===== src/rtl/b64c_pkg.sv =====
`timescale 1ns / 1ps

package b64c_pkg;

   localparam int unsigned BundleSlots = 4;

   localparam logic [7:0] CharPad     = 8'h3D;  // '='
   localparam logic [7:0] CharPlus    = 8'h2B;
   localparam logic [7:0] CharSlash   = 8'h2F;
   localparam logic [7:0] CharUpperA  = 8'h41;
   localparam logic [7:0] CharUpperZ  = 8'h5A;
   localparam logic [7:0] CharLowerA  = 8'h61;
   localparam logic [7:0] CharLowerZ  = 8'h7A;
   localparam logic [7:0] CharDigit0  = 8'h30;
   localparam logic [7:0] CharDigit9  = 8'h39;
   localparam logic [7:0] CharSpace   = 8'h20;
   localparam logic [7:0] CharBel     = 8'h07;
   localparam logic [7:0] CharCr      = 8'h0D;

   localparam logic ModeEncode = 1'b0;
   localparam logic ModeDecode = 1'b1;

   typedef enum logic [1:0] {
      SYM_DATA  = 2'd0,
      SYM_PAD   = 2'd1,
      SYM_SPACE = 2'd2,
      SYM_BAD   = 2'd3
   } sym_class_type;

   typedef struct packed {
      sym_class_type cls;
      logic [5:0]    val;
   } sym_type;

   // results of one input transaction, slot 0 leaves first
   typedef struct packed {
      logic [BundleSlots-1:0][7:0] data;
      logic [2:0]                  count;
      logic                        last;
      logic                        empty;
      logic                        bad;
   } bundle_type;

   function automatic logic [7:0] b64_char(input logic [5:0] v);
      logic [7:0] w;
      w = {2'b00, v};
      if (v < 6'd26)      return CharUpperA + w;
      else if (v < 6'd52) return CharLowerA + w - 8'd26;
      else if (v < 6'd62) return CharDigit0 + w - 8'd52;
      else if (v == 6'd62) return CharPlus;
      else                return CharSlash;
   endfunction

   function automatic sym_type classify(input logic [7:0] c);
      sym_type    r;
      logic [7:0] s;
      s     = {1'b0, c[6:0]};
      r.val = 6'd0;
      r.cls = SYM_BAD;
      if (c == CharSpace || (c >= CharBel && c <= CharCr)) begin
         r.cls = SYM_SPACE;
      end else if (s >= CharUpperA && s <= CharUpperZ) begin
         r.cls = SYM_DATA;
         r.val = 6'(s - CharUpperA);
      end else if (s >= CharLowerA && s <= CharLowerZ) begin
         r.cls = SYM_DATA;
         r.val = 6'(s - CharLowerA + 8'd26);
      end else if (s >= CharDigit0 && s <= CharDigit9) begin
         r.cls = SYM_DATA;
         r.val = 6'(s - CharDigit0 + 8'd52);
      end else if (s == CharPlus) begin
         r.cls = SYM_DATA;
         r.val = 6'd62;
      end else if (s == CharSlash) begin
         r.cls = SYM_DATA;
         r.val = 6'd63;
      end else if (s == CharPad) begin
         r.cls = SYM_PAD;
      end
      return r;
   endfunction

endpackage


===== src/rtl/base64_stream_codec.sv =====
`timescale 1ns / 1ps

// channel  | direction | handshake            | payload
// req_     | in        | req_valid/req_ready  | req_in_byte, req_in_last
// rsp_     | out       | rsp_valid/rsp_ready  | rsp_out_byte, rsp_out_empty, rsp_out_last,
//          |           |                      | rsp_bad_char
// csr_     | in        | csr_wr_en            | csr_wr_data (mode)
//
// A transaction is decoded in the cycle it is accepted; its 0 to 4 results are
// loaded into the output buffer and leave one per cycle while rsp_ready is high.
// The next transaction is accepted in the cycle the buffer's final result leaves.
// Synchronous reset clears mode to encode, the group state and the output buffer.

module base64_stream_codec (
   input  logic       clock,
   input  logic       reset,
   input  logic       csr_wr_en,
   input  logic       csr_wr_data,
   input  logic       req_valid,
   output logic       req_ready,
   input  logic [7:0] req_in_byte,
   input  logic       req_in_last,
   output logic       rsp_valid,
   input  logic       rsp_ready,
   output logic [7:0] rsp_out_byte,
   output logic       rsp_out_empty,
   output logic       rsp_out_last,
   output logic       rsp_bad_char
);

   b64c_pkg::bundle_type bundle;
   logic push;
   logic accept;
   logic can_take;

   assign req_ready = can_take;
   assign accept    = req_valid && can_take;

   b64c_core u_core (
      .clock       (clock),
      .reset       (reset),
      .csr_wr_en   (csr_wr_en),
      .csr_wr_data (csr_wr_data),
      .accept      (accept),
      .in_byte     (req_in_byte),
      .in_last     (req_in_last),
      .push        (push),
      .bundle      (bundle)
   );

   b64c_serializer u_serializer (
      .clock         (clock),
      .reset         (reset),
      .push          (push),
      .bundle        (bundle),
      .can_take      (can_take),
      .rsp_valid     (rsp_valid),
      .rsp_ready     (rsp_ready),
      .rsp_out_byte  (rsp_out_byte),
      .rsp_out_empty (rsp_out_empty),
      .rsp_out_last  (rsp_out_last),
      .rsp_bad_char  (rsp_bad_char)
   );

endmodule


===== src/rtl/b64c_core.sv =====
`timescale 1ns / 1ps

module b64c_core (
   input  logic                clock,
   input  logic                reset,
   input  logic                csr_wr_en,
   input  logic                csr_wr_data,
   input  logic                accept,
   input  logic [7:0]          in_byte,
   input  logic                in_last,
   output logic                push,
   output b64c_pkg::bundle_type bundle
);

   logic        mode_ff;
   logic [23:0] bits_ff, bits_in;
   logic [1:0]  gcount_ff, gcount_in;
   logic [1:0]  pads_ff, pads_in;
   logic        err_ff, err_in;

   // encode path
   logic [1:0]  enc_n;
   logic [2:0]  enc_n1;
   logic [23:0] enc_bits;
   logic        enc_full;

   // decode path
   b64c_pkg::sym_type sym;
   logic        is_sym;
   logic [23:0] dec_bits;
   logic [1:0]  dec_pads;
   logic [1:0]  dec_gcount;
   logic        dec_full;
   logic [2:0]  nsym;
   logic [2:0]  ndata;
   logic [2:0]  nbytes;
   logic        dec_err;

   always_comb begin
      enc_n = (gcount_ff == 2'd3) ? 2'd2 : gcount_ff;
      case (enc_n)
         2'd0:    enc_bits = bits_ff | {in_byte, 16'h0000};
         2'd1:    enc_bits = bits_ff | {8'h00, in_byte, 8'h00};
         default: enc_bits = bits_ff | {16'h0000, in_byte};
      endcase
      enc_n1   = {1'b0, enc_n} + 3'd1;
      enc_full = (enc_n1 == 3'd3) || in_last;

      sym    = b64c_pkg::classify(in_byte);
      is_sym = (sym.cls == b64c_pkg::SYM_DATA) || (sym.cls == b64c_pkg::SYM_PAD);
      case (gcount_ff)
         2'd0:    dec_bits = bits_ff | {sym.val, 18'h0};
         2'd1:    dec_bits = bits_ff | {6'h0, sym.val, 12'h0};
         2'd2:    dec_bits = bits_ff | {12'h0, sym.val, 6'h0};
         default: dec_bits = bits_ff | {18'h0, sym.val};
      endcase
      if (!is_sym) dec_bits = bits_ff;
      dec_pads = pads_ff;
      if (sym.cls == b64c_pkg::SYM_PAD && pads_ff != 2'd3) dec_pads = pads_ff + 2'd1;
      dec_full   = is_sym && (gcount_ff == 2'd3);
      dec_gcount = is_sym ? gcount_ff + 2'd1 : gcount_ff;
      dec_err    = err_ff || (sym.cls == b64c_pkg::SYM_BAD)
                   || (sym.cls == b64c_pkg::SYM_DATA && pads_ff != 2'd0);
      if (dec_full)     nsym = 3'd4;
      else if (in_last) nsym = {1'b0, dec_gcount};
      else              nsym = 3'd0;
      ndata  = (nsym > {1'b0, dec_pads}) ? nsym - {1'b0, dec_pads} : 3'd0;
      nbytes = (ndata >= 3'd2) ? ndata - 3'd1 : 3'd0;

      bundle    = '0;
      bits_in   = bits_ff;
      gcount_in = gcount_ff;
      pads_in   = pads_ff;
      err_in    = err_ff;
      if (mode_ff == b64c_pkg::ModeEncode) begin
         for (int i = 0; i < b64c_pkg::BundleSlots; i++) begin
            if (3'(i) < enc_n1 + 3'd1)
               bundle.data[i] = b64c_pkg::b64_char(enc_bits[23-6*i -: 6]);
            else
               bundle.data[i] = b64c_pkg::CharPad;
         end
         bundle.count = enc_full ? 3'd4 : 3'd0;
         bundle.last  = in_last;
         if (enc_full) begin
            bits_in   = '0;
            gcount_in = 2'd0;
         end else begin
            bits_in   = enc_bits;
            gcount_in = enc_n1[1:0];
         end
         pads_in = 2'd0;
         err_in  = 1'b0;
      end else begin
         bundle.data[0] = dec_bits[23:16];
         bundle.data[1] = dec_bits[15:8];
         bundle.data[2] = dec_bits[7:0];
         bundle.bad     = dec_err;
         bundle.last    = in_last;
         if (in_last && nbytes == 3'd0) begin
            bundle.count   = 3'd1;
            bundle.empty   = 1'b1;
            bundle.data[0] = 8'h00;
         end else begin
            bundle.count = nbytes;
         end
         if (dec_full || in_last) begin
            bits_in   = '0;
            gcount_in = 2'd0;
            pads_in   = 2'd0;
         end else begin
            bits_in   = dec_bits;
            gcount_in = dec_gcount;
            pads_in   = dec_pads;
         end
         err_in = in_last ? 1'b0 : dec_err;
      end
   end

   assign push = accept && (bundle.count != 3'd0);

   always_ff @(posedge clock) begin
      if (reset) begin
         mode_ff   <= b64c_pkg::ModeEncode;
         bits_ff   <= '0;
         gcount_ff <= 2'd0;
         pads_ff   <= 2'd0;
         err_ff    <= 1'b0;
      end else if (csr_wr_en) begin
         mode_ff   <= csr_wr_data;
         bits_ff   <= '0;
         gcount_ff <= 2'd0;
         pads_ff   <= 2'd0;
         err_ff    <= 1'b0;
      end else if (accept) begin
         bits_ff   <= bits_in;
         gcount_ff <= gcount_in;
         pads_ff   <= pads_in;
         err_ff    <= err_in;
      end
   end

endmodule


===== src/rtl/b64c_serializer.sv =====
`timescale 1ns / 1ps

module b64c_serializer (
   input  logic                 clock,
   input  logic                 reset,
   input  logic                 push,
   input  b64c_pkg::bundle_type bundle,
   output logic                 can_take,
   output logic                 rsp_valid,
   input  logic                 rsp_ready,
   output logic [7:0]           rsp_out_byte,
   output logic                 rsp_out_empty,
   output logic                 rsp_out_last,
   output logic                 rsp_bad_char
);

   logic [b64c_pkg::BundleSlots-1:0][7:0] data_ff;
   logic [2:0] rem_ff;
   logic       last_ff;
   logic       empty_ff;
   logic       bad_ff;
   logic       take;

   assign rsp_valid     = (rem_ff != 3'd0);
   assign take          = rsp_valid && rsp_ready;
   assign can_take      = (rem_ff == 3'd0) || (rem_ff == 3'd1 && rsp_ready);
   assign rsp_out_byte  = data_ff[0];
   assign rsp_out_empty = empty_ff;
   assign rsp_out_last  = last_ff && (rem_ff == 3'd1);
   assign rsp_bad_char  = bad_ff;

   always_ff @(posedge clock) begin
      if (reset) begin
         rem_ff <= 3'd0;
      end else if (push) begin
         rem_ff <= bundle.count;
      end else if (take) begin
         rem_ff <= rem_ff - 3'd1;
      end
   end

   always_ff @(posedge clock) begin
      if (push) begin
         data_ff  <= bundle.data;
         last_ff  <= bundle.last;
         empty_ff <= bundle.empty;
         bad_ff   <= bundle.bad;
      end else if (take) begin
         data_ff <= {8'h00, data_ff[b64c_pkg::BundleSlots-1:1]};
      end
   end

endmodule

===== config.mk =====
export PLATFORM = sky130hd
export DESIGN_NAME = base64_stream_codec
export DESIGN_NICKNAME = d
export VERILOG_FILES = /design/src/rtl/b64c_pkg.sv /design/src/rtl/base64_stream_codec.sv /design/src/rtl/b64c_core.sv /design/src/rtl/b64c_serializer.sv
export SDC_FILE = /design/constraint.sdc
export NUM_CORES = 1
export LEC_CHECK = 0
export ABC_CLOCK_PERIOD_IN_PS = 7310
export BUFFER_PORTS_ARGS = -buffer_cell sky130_fd_sc_hd__buf_2
export CAP_MARGIN = 20
export CORE_ASPECT_RATIO = 0.75
export CORE_MARGIN = 8
export CORE_UTILIZATION = 60
export DETAILED_ROUTE_END_ITERATION = 6
export MAX_ROUTING_LAYER = met4
export PLACE_DENSITY = 0.89
export RECOVER_POWER = 50
export SYNTH_ARGS = -nofsm -noshare
export SYNTH_HDL_FRONTEND = slang
export SYNTH_SLANG_ARGS = --single-unit

===== constraint.sdc =====
create_clock -name clock -period 7.31 [get_ports clock]
set_input_delay 1.462 -clock clock [delete_from_list [all_inputs] [get_ports clock]]
set_output_delay 1.462 -clock clock [all_outputs]
set_load 0.05 [all_outputs]

==> run summary <==
synth warn - 0
final-layout fill cell count - 892
CTS buffer count - 9
area delta synth->final - 5.89%
FP Rows - 33
Hold Startpoint - u_core.err_ff
cts-stage hold buffer count - 0
asr flop ratio synth - 0%
Unique masters post-synth - 75
Routed WL - 19800 um
DRT Pass-1 Iters - 6
Final GP Congestion - 0.967
Setup TNS - 0 ns
area of the mapped netlist - 0.00662 mm^2
Post-Synthesis Cells - 806
Peak VDD IR - 164 uV
via count of the routed design - 6720
met2 GRT Util - 37.6%
Routed WL per cell - 21.0 um
Crit Path Class - primary input to flip-flop
largest net degree at the start of global routing - 55
Hold Path Class - flip-flop to flip-flop
worst reg-to-reg setup slack - 2.31 ns
Die W - 137 um
WHS Path Cells - 2
CTS sink count - 68
Initial DRC Count - 1291
Reg clk slew, reported paths - 0.06 ns
met3 usage - 7.20%
Top Usage Layer GRT - met2
Slew HR - 27.4%
clock latency on the worst-skew pair - 0.35 ns
H-tree levels - 3
Max Slew Vio Count - 0
post-synthesis sequential area ratio - 25.8%
leakage - 2.68 nW
multi-input logic area - 0.00443 mm^2
status - finished, final reports clean
DP HPWL - 13800 um
Max Cap Viol - 0
net count reported at finish - 875
min cycle time layout - 6.70 ns
routed vias/inst - 7.13
Mapped Nets - 884
first-pass GRT wire length - 31300 um
dominant synthesized flop cell - edfxtp_1
Clock Path Buffers - 2
final setup violating endpoints - 0
Clock Skew - 0.00469 ns
Worst EP required - 7.30 ns
sequential cell area - 0.00171 mm^2
initial antenna violation count - 0
Reg2Reg Capture Point - u_serializer.data_ff[22]
DRC violations left - 0
fin crit share - 91.7%
Die ar. - 0.0147 mm^2
total gr overflow - 0
Final Hold Viols - 0
met1 Usage GRT - 36.4%
Pwr Density - 339 mW/mm^2
Min Hold Slack - 0.483 ns
Register-to-Register Path Depth - 18
Die Y - 107 um
Seq cells post-synth - 68
unrepaired setup endpoints after global routing - false
layout cells sized above 1 - 8.60%
I/O Pins - 28
CP Max Fanout - 32
RR Startpoint - u_core.gcount_ff[1]
CP endpoint kind - flip-flop
Hold Path Sink - u_core.err_ff
Worst-Margin Slew - 1.09 ns
TritonCTS clock tree - built
syn_area_per_cell - 8.22 um^2
total setup buffers inserted after CTS - 0
Fmax - 0.149 GHz
antenna-violating nets left - 0
GRT Total Usage - 27.3%
vias in the first global route - 6026
Starting Density - 61.0%
I/O Buffers - 27
cts repair resizes - 0
Core ar. - 0.0109 mm^2
clock root buffer - clkbuf_16
antenna cells - 0
startpoint types - primary input
Post-synth EDFFs - 35
Critical Path AT - 6.69 ns
[worst max path at each step]
stage                         startpoint                      endpoint  cells past startpoint  slack, ns
after floorplan           req_in_byte[2]      u_serializer.data_ff[10]                     23       1.00
after global placement    req_in_byte[2]  u_serializer.rsp_out_byte[2]                     23       0.80
after detailed placement  req_in_byte[2]  u_serializer.rsp_out_byte[7]                     23       0.56
after CTS                 req_in_byte[2]  u_serializer.rsp_out_byte[7]                     23       0.90
after global routing      req_in_byte[2]      u_serializer.data_ff[20]                     22       0.25
final                     req_in_byte[2]      u_serializer.data_ff[22]                     22       0.61
[stage by stage]
step	cell area, um^2	total power [mW]	setup slack [ns]	utilization [%]	cells
after floorplan	6620	1.62	1.00	-	806
after global placement	6710	1.83	0.804	61.8	925
after detailed placement	6720	1.86	0.563	61.9	926
after CTS	7050	2.35	0.903	64.9	942
after global routing	7010	2.50	0.253	64.6	942
final	7010	2.38	0.610	64.6	942
[layer usage]
layer  part of all wire, %  routed length [um]
met1                    40                7910
met2                    42                8340
met3                    13                2580
met4                   4.8                 958
met5                     0                   0
[power by group]
part           total [mW]  internal (mW)  leakage, nW  switching [mW]
Combinational        1.25          0.425         1.93           0.822
Clock               0.485          0.300        0.148           0.184
Sequential          0.647          0.587        0.607          0.0599
Total                2.38           1.31         2.68            1.07
[synth_stat cells, types with 3 or more instances]
cell | count | area share, %
clkbuf_1 | 30 | 1.7
mux2_2 | 8 | 1.4
a21o_1 | 23 | 2.6
o31ai_1 | 6 | 0.68
a22oi_1 | 3 | 0.34
a211oi_1 | 20 | 2.3
a31oi_1 | 24 | 2.3
a32oi_1 | 10 | 1.3
a311oi_1 | 3 | 0.40
a221o_1 | 3 | 0.45
o22ai_1 | 19 | 1.8
nand4_1 | 5 | 0.47
nand2_1 | 56 | 3.2
buf_1 | 4 | 0.23
buf_2 | 8 | 0.60
nor2_1 | 63 | 3.6
o32ai_1 | 3 | 0.40
ha_1 | 62 | 12
o21a_1 | 7 | 0.79
o221ai_1 | 18 | 2.4
nor2b_1 | 9 | 0.85
a211o_1 | 4 | 0.53
xor2_1 | 7 | 0.93
buf_4 | 10 | 1.1
mux2_4 | 15 | 3.4
o21ai_0 | 59 | 4.5
edfxtp_1 | 35 | 16
xnor2_1 | 15 | 2.0
or3_1 | 3 | 0.28
o211ai_1 | 5 | 0.57
a21oi_1 | 67 | 5.1
and2_1 | 3 | 0.28
mux2i_1 | 4 | 0.60
nand3_1 | 23 | 1.7
a2111oi_0 | 3 | 0.40
inv_1 | 53 | 3.0
nand2b_1 | 8 | 0.76
dfxtp_1 | 33 | 10
a221oi_1 | 4 | 0.53
nor3_1 | 24 | 1.8
[logic make-up after synthesis]
logic type | count (synthesis) | synth area share, %
compound gates | 309 | 31.9
xor+xnor | 22 | 2.91
fa+ha+maj | 63 | 12.0
buf+inv | 108 | 7.07
flops | 68 | 25.8
mux | 27 | 5.37
simple gates | 209 | 14.9
[critical path, cell delays in order]
cell and delay [ns]:
buf_2 0.22, inv_1 0.16, ha_1 0.26, a21boi_0 0.40, a31o_1 0.27, a32o_2 0.29, nand2_1 0.09, o21a_1 0.12
nor2_1 0.19, ha_1 0.28, nor2b_1 0.14, o21ai_0 0.29, o21ai_0 0.25, nand2_1 0.16, inv_1 0.05, ha_1 0.23
nor2_1 0.15, nor4b_1 0.69, nor3_4 0.15, nand2_2 0.17, a21oi_4 0.07, or2_2 0.58
[sequential cells by signal, summed over array words and instances (netlist names)]
name                        count
u_core.bits_ff                 24
u_core.err_ff                   1
u_core.gcount_ff                2
u_core.mode_ff                  1
u_core.pads_ff                  2
u_serializer.data_ff           24
u_serializer.last_ff            1
u_serializer.rem_ff             3
u_serializer.rsp_bad_char       1
u_serializer.rsp_out_byte       8
u_serializer.rsp_out_empty      1
[cell type report]
type                       instances  area share, %
inverter                          54           2.89
clock buffer                       9           3.21
multi-input combinational        630           63.2
sequential                        68           24.4
clock inverter                     7           1.43
tap                              140           2.50
timing repair buffer              34           2.41
[placed cells by master, fill, tap and decap left out, drive strengths merged, types with 22 or more instances in the layout]
master  instances
a21oi          68
nor2           63
ha             62
o21ai          60
nand2          57
inv            54
edfxtp         35
dfxtp          33
nor3           25
clkbuf         25
a31oi          24
nand3          23
a21o           23
mux2           23
a211oi         22
(Power assumes the default switching activity.)
